File: src/rtl/hcr_pkg.sv
// ----------------------------------------------------------------------------
// hcr_pkg
// shared types and constants of the cubic resampler
// ----------------------------------------------------------------------------
package hcr_pkg;

  localparam int STORE_DEPTH  = 16384;
  localparam int ADDR_W       = $clog2(STORE_DEPTH);
  localparam int FRAME_W      = ADDR_W + 1;
  localparam int MAX_CHANNELS = 8;
  localparam int CH_W         = 3;
  localparam int CC_W         = 4;
  localparam int RATIO_W      = 21;
  localparam int TOT_W        = 19;
  localparam int NUM_W        = TOT_W + FRAME_W;
  localparam int DIV_W        = NUM_W + 16;
  localparam int CNT_W        = $clog2(DIV_W);
  localparam int ACC_W        = 40;

  localparam logic [TOT_W-1:0] TOTAL_MAX = {TOT_W{1'b1}};

  typedef enum logic [1:0] {
    OP_LOAD  = 2'd0,
    OP_PULL  = 2'd1,
    OP_CLEAR = 2'd2,
    OP_NONE  = 2'd3
  } op_t;

  typedef enum logic [1:0] {
    SEL_B = 2'd0,
    SEL_A = 2'd1,
    SEL_C = 2'd2,
    SEL_D = 2'd3
  } nb_sel_t;

  typedef enum logic [3:0] {
    S_IDLE, S_TOT, S_LATCH, S_CHK, S_DIV, S_RB, S_RA, S_RC, S_RD, S_RW,
    S_K, S_MUL, S_ADD, S_OUT
  } state_t;

  typedef struct packed {
    logic       accept;
    logic       prod_ld;
    logic       latch_total;
    logic       chk;
    logic       div_step;
    logic       rd_en;
    nb_sel_t    rd_sel;
    logic       cap_en;
    nb_sel_t    cap_sel;
    logic       k_ld;
    logic       mul;
    logic       add;
    logic [1:0] add_sel;
    logic       out_ld;
  } cmd_t;

  typedef struct packed {
    logic empty;
    logic out_free;
  } status_t;

endpackage

File: src/rtl/hcr_ctrl.sv
// ----------------------------------------------------------------------------
// hcr_ctrl
// sequencer for one word: total, division, four reads, cubic, result
// ----------------------------------------------------------------------------
module hcr_ctrl (
  input  logic             clk,
  input  logic             rst_n,
  input  logic             in_valid,
  output logic             in_stall,
  input  logic [1:0]       in_operation,
  input  hcr_pkg::status_t status,
  output hcr_pkg::cmd_t    cmd
);
  import hcr_pkg::*;

  state_t            state_r, state_nxt;
  logic [CNT_W-1:0]  cnt_r, cnt_nxt;
  logic              accept;

  assign in_stall = (state_r != S_IDLE);
  assign accept   = in_valid && !in_stall;

  always_ff @(posedge clk) begin
    if (!rst_n) begin
      state_r <= S_IDLE;
      cnt_r   <= '0;
    end else begin
      state_r <= state_nxt;
      cnt_r   <= cnt_nxt;
    end
  end

  always_comb begin
    state_nxt = state_r;
    cnt_nxt   = cnt_r;
    case (state_r)
      S_IDLE:  if (accept && in_operation == OP_PULL) state_nxt = S_TOT;
      S_TOT:   state_nxt = S_LATCH;
      S_LATCH: state_nxt = S_CHK;
      S_CHK: begin
        cnt_nxt   = '0;
        state_nxt = status.empty ? S_OUT : S_DIV;
      end
      S_DIV: begin
        cnt_nxt = cnt_r + 1'b1;
        if (cnt_r == CNT_W'(DIV_W - 1)) begin
          state_nxt = S_RB;
        end
      end
      S_RB:    state_nxt = S_RA;
      S_RA:    state_nxt = S_RC;
      S_RC:    state_nxt = S_RD;
      S_RD:    state_nxt = S_RW;
      S_RW:    state_nxt = S_K;
      S_K: begin
        cnt_nxt   = '0;
        state_nxt = S_MUL;
      end
      S_MUL:   state_nxt = S_ADD;
      S_ADD: begin
        if (cnt_r == CNT_W'(2)) begin
          state_nxt = S_OUT;
        end else begin
          cnt_nxt   = cnt_r + 1'b1;
          state_nxt = S_MUL;
        end
      end
      S_OUT:   if (status.out_free) state_nxt = S_IDLE;
      default: state_nxt = S_IDLE;
    endcase
  end

  always_comb begin
    cmd         = '0;
    cmd.accept  = accept;
    cmd.add_sel = cnt_r[1:0];
    case (state_r)
      S_TOT:   cmd.prod_ld = 1'b1;
      S_LATCH: cmd.latch_total = 1'b1;
      S_CHK:   cmd.chk = 1'b1;
      S_DIV:   cmd.div_step = 1'b1;
      S_RB: begin
        cmd.rd_en  = 1'b1;
        cmd.rd_sel = SEL_B;
      end
      S_RA: begin
        cmd.rd_en   = 1'b1;
        cmd.rd_sel  = SEL_A;
        cmd.cap_en  = 1'b1;
        cmd.cap_sel = SEL_B;
      end
      S_RC: begin
        cmd.rd_en   = 1'b1;
        cmd.rd_sel  = SEL_C;
        cmd.cap_en  = 1'b1;
        cmd.cap_sel = SEL_A;
      end
      S_RD: begin
        cmd.rd_en   = 1'b1;
        cmd.rd_sel  = SEL_D;
        cmd.cap_en  = 1'b1;
        cmd.cap_sel = SEL_C;
      end
      S_RW: begin
        cmd.cap_en  = 1'b1;
        cmd.cap_sel = SEL_D;
      end
      S_K:     cmd.k_ld = 1'b1;
      S_MUL:   cmd.mul = 1'b1;
      S_ADD:   cmd.add = 1'b1;
      S_OUT:   cmd.out_ld = status.out_free;
      default: ;
    endcase
  end

  a_out_free: assert property (@(posedge clk) disable iff (!rst_n)
    cmd.out_ld |-> status.out_free) else $error("result written while output busy");

  a_three_adds: assert property (@(posedge clk) disable iff (!rst_n)
    (state_r == S_ADD && cnt_r == CNT_W'(2)) |=> state_r == S_OUT)
    else $error("cubic did not finish after three steps");

  a_pull_starts: assert property (@(posedge clk) disable iff (!rst_n)
    (accept && in_operation == OP_PULL) |=> state_r == S_TOT)
    else $error("pull did not start a computation");

endmodule

File: config.mk
export PLATFORM = sky130hd
export DESIGN_NAME = hcr_ctrl
export DESIGN_NICKNAME = d
export VERILOG_FILES = /design/src/rtl/hcr_pkg.sv /design/src/rtl/hcr_ctrl.sv
export SDC_FILE = /design/constraint.sdc
export NUM_CORES = 1
export LEC_CHECK = 0
export ABC_AREA = 1
export BUFFER_PORTS_ARGS = -buffer_cell sky130_fd_sc_hd__buf_4
export CAP_MARGIN = 25
export CORE_MARGIN = 2
export CORE_UTILIZATION = 50
export DETAILED_ROUTE_END_ITERATION = 8
export HOLD_SLACK_MARGIN = 0.05
export PLACE_DENSITY_LB_ADDON = 0.1
export SLEW_MARGIN = 20
export SYNTH_ARGS = -nofsm -noshare
export SYNTH_HDL_FRONTEND = slang
export SYNTH_SLANG_ARGS = --single-unit
File: constraint.sdc
create_clock -name clk -period 1.55 [get_ports clk]
set_clock_uncertainty 0.05 [all_clocks]
set_input_delay 0.155 -clock clk [delete_from_list [all_inputs] [get_ports clk]]
set_output_delay 0.155 -clock clk [all_outputs]
set_load 0.01 [all_outputs]
==> qor.yml, run 1 <==
run_status:
  status: "finished clean"
place:
  place_area_sq_um: 1010
  dp.cells: 181
  dp_hpwl_mm: 1.63
  portBuffers: 24
  place_congestion: 0.898
synthesis:
  yosysMostFrequentCell: "nor2_1"
  ys_ff_latch: 10
  synth_xor_area_share_pct: 2.07
  synth.top_cells.by_count: "33 x nor2_1, 32 x nand2_1, 18 x inv_1"
  synth_ff_type: "dfxtp_1"
  synth-edff-count: 0
  yosys.area_share.simple_pct: 44.7
  async_reset_ff_share_pct: 0
  synthAdderAreaFrac_pct: 4.44
  synthTopCellsByArea: "dfxtp_1 24%, nor2_1 15%, nand2_1 14%, inv_1 8.0%, a21oi_1 5.9%"
  netlist_area_sq_um: 845
  yosysSeqAreaShare_pct: 23.7
  synth_cell_types: 22
  muxShareOfSynthArea_pct: 0
  synth_top_family_by_area: "simple AND/OR/NAND/NOR gates"
  syn-num-nets: 155
  synth_compound_area_share_pct: 11.1
  yosys.area.top_type: "dfxtp_1"
  syn-instance-count: 145
  ys_warn_count: 0
  syn_area_per_cell_sq_um: 5.82
  synth_top_area_share_pct: 23.7
job:
  cap_violations: 0
layout:
  drive_gt1_share_pct: 30.4
  finalNonFillerCells: 184
  synthToLayoutAreaGrowth_pct: 27.0
  diodes: 0
  fin_nets: 180
  post-route-util_pct: 69.6
  fin_area_sq_um: 1070
grt:
  track_usage_pct: 22.7
  antenna_found_initial: 0
  grt_max_degree: 11
  first_global_vias: 833
  grt_pass1_wl_mm: 3.39
  gr-total-overflow: 0
pwr:
  p_seq_share_pct: 39.8
  swShare_pct: 38.0
  power_density_nw_per_um2: 748
  power_frac_comb_pct: 38.7
  leakage_nw: 0.581
  p_int_w: 0.000498
  power.switching_w: 0.000304
  clkPwrFrac_pct: 21.5
  ir_drop_mv: 0.518
cts:
  path_clk_slew_ns: 0.06
  insertion_delay_ns: 0.27
  cts_tree: "done"
  htree_levels: 1
  numCtsBuffers: 3
  clock_sinks: 10
  cts_buffer_depth: 2
  cts_hold_buf: 0
  clockRootBuffer: "clkbuf_4"
worst_setup_path:
  r2r-end: "cnt_r[4]$_SDFFE_PN0P_"
  crit_path_start_kind: "flop"
  crit_chain: "inv_1 > nand2_1 > nor2_4 > a21oi_2 > nand3_1 > buf_4"
  worstPathRequired_ns: 1.34
  worst_path_dominant_cell_family: "flip-flops"
  r2r_slack_ns: 0.14
  startpoint: "state_r[2]$_SDFFE_PN0P_"
  slowest_stage: "dfxtp_4"
  end_kind: "output pin"
  worst-path-max-fanout: 10
  regToRegStartpoint: "cnt_r[1]$_SDFFE_PN0P_"
  cpPeakStageDelay_ns: 0.40
  crit_arrival_ns: 1.30
  cp_num_buf_inv: 2
  critPathKind: "flop to output pin"
  reg2reg_depth: 8
drt:
  dr_wl_met3_um: 104
  avgRoutedWirePerCell_um: 11.1
  routed.top_layer: "met4"
  drt_iter0_markers: 48
  dr_wl_met2_um: 939
  postRouteAntennaNets: 0
  dr.pass1.iters: 4
  routed_wl_mm: 2.04
  drt-met1-wl_um: 969
  drc_errors: 0
  vias: 951
  via_per_inst: 5.17
timing:
  setup-tns-final_ns: 0
  rsz0062_at_grt: "yes"
  timing.final.crit_share_pct: 97.3
  slew_violations: 0
  fmax_ghz: 0.663
  timing.final.hold_violations: 0
  setup_viol: 0
  tightest_slew_ns: 0.240
  max-slew-margin-rel_pct: 84.0
  finalCriticalPeriod_ns: 1.51
floorplan:
  coreArea_sq_um: 1540
  die_w_um: 45.1
  die_h_um: 45.1
  ios: 25
  dieArea_sq_um: 2030
  initial_core_util_pct: 54.8
  row_count: 14
min_path:
  hold_path.class: "primary input to flop"
  hold-path-cell-count: 3
  hold_end: "state_r[3]$_SDFFE_PN0P_"
  hp-start: "rst_n"
[state kept, by name, summed over array words and instances (netlist names)]
| name | cells |
|---|---|
| cnt_r | 6 |
| state_r | 4 |
[through the flow]
| stage | power [W] | hold WS, ns | setup WS [ns] |
|---|---|---|---|
| finish | 0.000802 | 0.0561 | 0.0420 |
| global placement | 0.000599 | 0.321 | 0.128 |
| CTS | 0.000794 | 0.0512 | 0.0402 |
| detailed placement | 0.000608 | 0.327 | 0.0833 |
| floorplan | 0.000514 | 0.209 | 0.243 |
| global route | 0.000855 | 0.0684 | -0.0361 |
[layout by cell type, fill, tap and decap left out]
cell      count
xor2_1        2
dfxtp_2       2
ha_1          3
nor2_2        4
clkbuf_4      3
a21oi_1       9
dfxtp_1       5
nor2_1       30
nand2_1      32
nand2_2       3
a21oi_2       1
clkinv_2      1
inv_2         4
nand4_1       3
dfxtp_4       3
buf_4        24
nand3_2       1
o21bai_1      2
o21ai_0       3
inv_1        18
o21ai_1       1
nand3_1       8
a31o_2        1
nor3_1        1
nand2_4       1
nor2_4        3
[tightest hold or removal path, cell delays in order]
cell and delay [ns]:
buf_4 0.09, o21ai_1 0.06, inv_1 0.04
[power groups by stage]
stage | sequential [W] | combinational, W | clock (W)
3_5_place_dp | 0.000315 | 0.000293 | 0
3_3_place_gp | 0.000313 | 0.000286 | 0
5_1_grt | 0.000323 | 0.000343 | 0.000188
2_1_floorplan | 0.000305 | 0.000209 | 0
6_report | 0.000319 | 0.000311 | 0.000172
4_1_cts | 0.000312 | 0.000301 | 0.000181
[layer usage]
metal,vias to the layer above,track usage [%]
li1,493,-
met1,435,32.2
met2,21,35.1
met3,2,2.40
met4,0,8.82
met5,-,0
[cell type report]
type | count | area, sq um
Multi-Input combinational cell | 108 | 548
Fill cell | 137 | 469
Sequential cell | 10 | 214
Timing Repair Buffer | 24 | 180
Inverter | 23 | 87.6
Clock buffer | 3 | 22.5
Tap cell | 16 | 20.0
[cell families (layout without fill, tap and decap cells)]
logic type                 Yosys count  after routing
AOI/OAI and AO/OA                   17             17
xor gates and xnor gates             2              2
adders and majority gates            3              3
buffers and inverters               27             50
DFF                                 10             10
and+or+nand+nor                     86             86
[timing repair]
item | in CTS | in global routing
gates resized for setup | 9 | 5
setup endpoints to repair | 6 | 12
hold endpoints to repair | 0 | 0
pin swaps | 0 | 1
cloned | 0 | 0
setup buffers | 0 | 0
[worst max path at each step]
stage	endpoint	slack [ns]	cells after the start
after detailed placement	cnt_r[1]$_SDFFE_PN0P_	0.08	7
after floorplan	cnt_r[1]$_SDFFE_PN0P_	0.24	8
final	cmd[8]	0.04	6
after CTS	cmd[16]	0.04	6
after global routing	cmd[16]	-0.04	6
after global placement	cnt_r[0]$_SDFFE_PN0P_	0.13	7
Note: power is estimated with default switching activity, not from simulation.
==> inputs of run 2 (changes only) <==
- MAX_ROUTING_LAYER: not set -> met4
- PLACE_DENSITY: not set -> 0.85
- PLACE_DENSITY_LB_ADDON: 0.1 -> not set
==> qor.yml, run 2 (same netlist as run 1, synthesis figures left out) <==
run_status:
  status: "finished clean"
place:
  portBuffers: 24  # unchanged
  dp_hpwl_mm: 1.74  # +6.6%
  place_congestion: 0.919  # +2.3%
  place_ws_ns: 0.0244  # -0.0589 ns
  place_area_sq_um: 1020  # +0.74%
timing:
  finalCriticalPeriod_ns: 1.49  # -0.0137 ns
  slew_violations: 0  # unchanged
  tightest_slew_ns: 0.261  # +0.0208 ns
  timing.final.hold_violations: 0  # unchanged
  fin_ws_ns: 0.0557  # +0.0137 ns
  setup_viol: 0  # unchanged
  whs_ns: 0.0656  # +0.00952 ns
  fmax_ghz: 0.669  # +0.92%
  rsz0062_at_grt: "yes"
  timing.final.crit_share_pct: 96.4  # -0.88 points
  max-slew-margin-rel_pct: 82.6  # -1.4 points
drt:
  drt_iter0_markers: 23  # -52%
  dr_wl_met2_mm: 1.09  # +16%
  dr_wl_met3_um: 128  # +23%
  dr.pass1.iters: 4  # unchanged
  drc_errors: 0  # unchanged
  avgRoutedWirePerCell_um: 11.8  # +6.7%
  postRouteAntennaNets: 0  # unchanged
  routed_wl_mm: 2.18  # +7.3%
  via_per_inst: 5.21  # +0.82%
  vias: 964  # +1.4%
  drt-met1-wl_um: 945  # -2.5%
  routed.top_layer: "met4"
layout:
  final_common_cell: "nand2_1"
  fin_area_sq_um: 1080  # +0.58%
  multi_input_area_sq_um: 546  # -0.46%
  fin_nets: 181  # +0.56%
  largestRegisters: "cnt_r x6, state_r x4"
  largest_reg_flops: 6  # unchanged
  seqCellArea_sq_um: 215  # +0.58%
  drive_gt1_share_pct: 30.8  # +0.41 points
  n_fill_cell: 130  # -5.1%
  synthToLayoutAreaGrowth_pct: 27.7
  diodes: 0  # unchanged
  top_register: "cnt_r"
  mostFrequentLayoutCells: "31 x nand2_1, 30 x nor2_1, 25 x buf_4, 18 x inv_1, 9 x a21oi_1"
cts:
  numCtsBuffers: 3  # unchanged
  insertion_delay_ns: 0.26  # about the same
  cts_buffer_depth: 2  # unchanged
  htree_levels: 1  # unchanged
  cts_tree: "done"
  path_clk_slew_ns: 0.06  # about the same
  cts_hold_buf: 0  # unchanged
  clock_sinks: 10  # unchanged
  post_cts_buffers: 0  # unchanged
  clockRootBuffer: "clkbuf_4"
floorplan:
  die_w_um: 45.1  # unchanged
  dieArea_sq_um: 2030  # unchanged
  initial_core_util_pct: 54.8  # unchanged
  row_count: 14  # unchanged
  die_h_um: 45.1  # unchanged
  coreArea_sq_um: 1540  # unchanged
  ios: 25  # unchanged
worst_setup_path:
  cpPeakStageDelay_ns: 0.41  # about the same
  end_kind: "output pin"
  crit_path_start_kind: "flop"
  r2r_slack_ns: 0.10  # -0.04 ns
  slowest_stage: "dfxtp_4"
  reg2reg_depth: 8  # unchanged
  worstPathRequired_ns: 1.34  # about the same
  critPathKind: "flop to output pin"
  crit_chain: "inv_1 > nand2_1 > nor2_2 > a21oi_2 > nand3_1 > buf_4"
  regToRegStartpoint: "cnt_r[0]$_SDFFE_PN0P_"
  worst-path-max-fanout: 10  # unchanged
  r2r-end: "cnt_r[1]$_SDFFE_PN0P_"
  crit_arrival_ns: 1.29  # about the same
pwr:
  ir_drop_mv: 0.765  # +48%
  power_density_nw_per_um2: 740  # -1.1%
  leakage_nw: 0.586  # +0.73%
grt:
  grt_max_degree: 11  # unchanged
  grt_pass1_wl_mm: 3.53  # +4.1%
  first_global_vias: 866  # +4.0%
  track_usage_pct: 24.6  # +1.9 points
  antenna_found_initial: 0  # unchanged
  gr-total-overflow: 0  # unchanged
min_path:
  hp-start: "rst_n"
  hold-path-cell-count: 3  # unchanged
  hold_end: "state_r[3]$_SDFFE_PN0P_"
  hold_path.class: "primary input to flop"
job:
  cap_violations: 0  # unchanged
## run 2: worst max-delay path: cells and delay by family (launching register included)
kind                   cells  cell delay [ns]
and+or+nand+nor            3             0.29
AOI/OAI and AO/OA          1             0.13
DFF                        1             0.41
buffers and inverters      2             0.22
## run 2: routing by layer
metal,vias to the layer above,global-route usage [%]
met2,35,42.0
met5,-,-
li1,500,-
met3,4,5.20
met1,425,29.2
met4,0,6.47
## run 2: cell type report
type                            instances  area share [%]
Multi-Input combinational cell        108            50.6
Inverter                               23            8.12
Sequential cell                        10            20.0
Tap cell                               16            1.86
Timing Repair Buffer                   25            17.4
Clock buffer                            3            2.09
## run 2: per-stage QoR
stage	std cells	TNS [ns]	util [%]	power, W
6_report	185	0	70.0	0.000798
3_3_place_gp	182	0	66.3	0.000603
5_1_grt	185	-0.00501	70.0	0.000856
2_1_floorplan	145	0	-	0.000514
4_1_cts	185	0	68.8	0.000784
3_5_place_dp	182	0	66.3	0.000614
## run 2: worst max path at each step
| stage | slack, ns | from | depth (start not counted) | to |
|---|---|---|---|---|
| CTS | 0.03 | state_r[3]$_SDFFE_PN0P_ | 6 | cmd[8] |
| global placement | 0.12 | state_r[2]$_SDFFE_PN0P_ | 7 | cnt_r[0]$_SDFFE_PN0P_ |
| global route | -0.004 | cnt_r[0]$_SDFFE_PN0P_ | 9 | cnt_r[3]$_SDFFE_PN0P_ |
| detailed placement | 0.02 | state_r[2]$_SDFFE_PN0P_ | 7 | cnt_r[3]$_SDFFE_PN0P_ |
| finish | 0.06 | state_r[2]$_SDFFE_PN0P_ | 6 | cmd[8] |
| floorplan | 0.24 | cnt_r[0]$_SDFFE_PN0P_ | 8 | cnt_r[1]$_SDFFE_PN0P_ |
## run 2: report_power, final
| group | total [W] | switching [W] | internal, W | leakage, nW |
|---|---|---|---|---|
| Sequential | 0.000319 | 0.0000404 | 0.000278 | 0.0839 |
| Combinational | 0.000314 | 0.000183 | 0.000131 | 0.488 |
| Clock | 0.000165 | 0.0000759 | 0.0000890 | 0.0138 |
| Total | 0.000798 | 0.000299 | 0.000498 | 0.586 |
## run 2: what timing repair did
action / 4_1_cts / 5_1_grt
endpoints found under the hold margin: 0 / 0
resized for setup: 8 / 6
setup endpoints to repair: 6 / 6
==> inputs of run 3 (changes only) <==
- BUFFER_PORTS_ARGS: -buffer_cell sky130_fd_sc_hd__buf_4 -> -buffer_cell sky130_fd_sc_hd__buf_2
- CORE_MARGIN: 2 -> 3
- GPL_TIMING_DRIVEN: not set -> 0
==> qor.yml, run 3 (same netlist as run 1, synthesis figures left out) <==
run_status:
  status: "finished clean"
floorplan:
  initial_core_util_pct: 54.8  # unchanged
  coreArea_sq_um: 1540  # unchanged
  die_w_um: 47.1  # +4.4%
  row_count: 14  # unchanged
  dieArea_sq_um: 2220  # +9.1%
  die_h_um: 47.1  # +4.4%
  ios: 25  # unchanged
place:
  place_ws_ns: 0.105  # +0.0808 ns
  dp_hpwl_mm: 1.58  # -8.8%
  dp.cells: 185  # +1.6%
  place_area_sq_um: 985  # -3.7%
  portBuffers: 24  # unchanged
  place_congestion: 0.898  # -2.3%
cts:
  path_clk_slew_ns: 0.06  # about the same
  clockRootBuffer: "clkbuf_4"
  cts_buffer_depth: 2  # unchanged
  insertion_delay_ns: 0.27  # about the same
  numCtsBuffers: 3  # unchanged
  cts_tree: "done"
  clock_sinks: 10  # unchanged
  cts_hold_buf: 0  # unchanged
  htree_levels: 1  # unchanged
layout:
  largest_reg_flops: 6  # unchanged
  fin_nets: 189  # +4.4%
  drive_gt1_share_pct: 39.3  # +8.6 points
  top_register: "cnt_r"
  largestRegisters: "cnt_r x6, state_r x4"
  fin_area_sq_um: 1130  # +5.0%
  mostFrequentLayoutCells: "29 x nand2_1, 27 x nor2_1, 23 x buf_2, 16 x inv_1, 9 x a21oi_1"
  final_common_cell: "nand2_1"
  diodes: 0  # unchanged
  finalNonFillerCells: 194  # +4.9%
  synthToLayoutAreaGrowth_pct: 34.1
  n_fill_cell: 126  # -3.1%
min_path:
  hold_path.class: "primary input to flop"
drt:
  via_per_inst: 5.42  # +4.1%
  dr.pass1.iters: 4  # unchanged
  routed_wl_mm: 2.24  # +2.6%
  vias: 1052  # +9.1%
  postRouteAntennaNets: 0  # unchanged
  drc_errors: 0  # unchanged
  drt_iter0_markers: 24  # +4.3%
  avgRoutedWirePerCell_um: 11.5  # -2.2%
grt:
  antenna_found_initial: 0  # unchanged
  grt_pass1_wl_mm: 3.10  # -12%
  track_usage_pct: 20.6  # -4.0 points
  gr-total-overflow: 0  # unchanged
  first_global_vias: 754  # -13%
  grt_max_degree: 11  # unchanged
timing:
  setup-tns-final_ns: 0  # unchanged
  timing.final.hold_violations: 0  # unchanged
  max-slew-margin-rel_pct: 82.2  # -0.37 points
  finalCriticalPeriod_ns: 1.50  # +0.00320 ns
  fmax_ghz: 0.668  # -0.21%
  setup_viol: 0  # unchanged
  timing.final.crit_share_pct: 96.6  # +0.21 points
  fin_ws_ns: 0.0525  # -0.00320 ns
  slew_violations: 0  # unchanged
  tightest_slew_ns: 0.267  # +0.00556 ns
pwr:
  leakage_nw: 0.636  # +8.7%
  power_density_nw_per_um2: 812  # +9.8%
  ir_drop_mv: 0.639  # -16%
worst_setup_path:
  crit_chain: "buf_4 > nand2_2 > nor2_2 > nor2_1 > inv_1 > buf_2"
  worst-path-max-fanout: 6  # -4
  crit_path_start_kind: "flop"
  cpPeakStageDelay_ns: 0.37  # -0.04 ns
  end_kind: "output pin"
  slowest_stage: "dfxtp_4"
  worstPathRequired_ns: 1.34  # about the same
  crit_arrival_ns: 1.29  # about the same
  critPathKind: "flop to output pin"
job:
  cap_violations: 0  # unchanged
run 3: changes by cell type in the layout (fill, tap and decap cells not counted), moves of 3 or more:
cell and delta:
buf_4 -18, dfxtp_2 +3, nor2_1 -3, buf_2 +23
run 3: path summary, 6_finish.rpt:
path,to,slack [ns],from,depth (start not counted)
max,cmd[10],0.05,state_r[3]$_SDFFE_PN0P_,6
min,state_r[3]$_SDFFE_PN0P_,0.06,rst_n,3
min reg2reg,cnt_r[4]$_SDFFE_PN0P_,0.48,cnt_r[4]$_SDFFE_PN0P_,2
max reg2reg,cnt_r[1]$_SDFFE_PN0P_,0.10,state_r[0]$_SDFFE_PN0P_,9
run 3: critical path, delay by kind of cell, from the launching register on:
family        cells  cell delay [ns]
flops             1             0.37
buf+inv           3             0.34
simple gates      3             0.32
run 3: layout make-up:
class | instances | area, sq um | share of cell area (%)
buffer | 3 | 26.3 | 2.32
tap | 16 | 20.0 | 1.77
multi-input combinational | 108 | 573 | 50.6
timing repair buffer | 30 | 169 | 14.9
inverter | 23 | 92.6 | 8.18
sequential | 10 | 215 | 19.0
clock buffer | 4 | 36.3 | 3.20
run 3: repair_timing:
action / CTS / global route
pin swaps: 3 / 3
gates resized for setup: 12 / 17
setup endpoints to repair: 6 / 13
setup buffers: 1 / 5
run 3: routing by layer:
layer	global-route usage, %	vias up	routed length, um
met5	-	-	0
met4	11.6	0	77
met3	4.60	12	183
met2	30.6	65	1060
met1	25.6	460	918
li1	-	515	-
run 3: power by group:
group	switching, W	internal, W	total (W)
logic	0.000208	0.000157	0.000365
clock network	0.0000922	0.000143	0.000235
registers	0.0000391	0.000280	0.000319
total	0.000340	0.000580	0.000919
run 3: through the flow:
| stage | power (W) | utilization [%] | hold WS, ns |
|---|---|---|---|
| 2_1_floorplan | 0.000514 | - | 0.209 |
| 3_3_place_gp | 0.000588 | 63.9 | 0.330 |
| 3_5_place_dp | 0.000597 | 63.9 | 0.332 |
| 4_1_cts | 0.000882 | 68.7 | 0.0537 |
| 5_1_grt | 0.000980 | 73.5 | 0.0727 |
| 6_report | 0.000919 | 73.5 | 0.0577 |
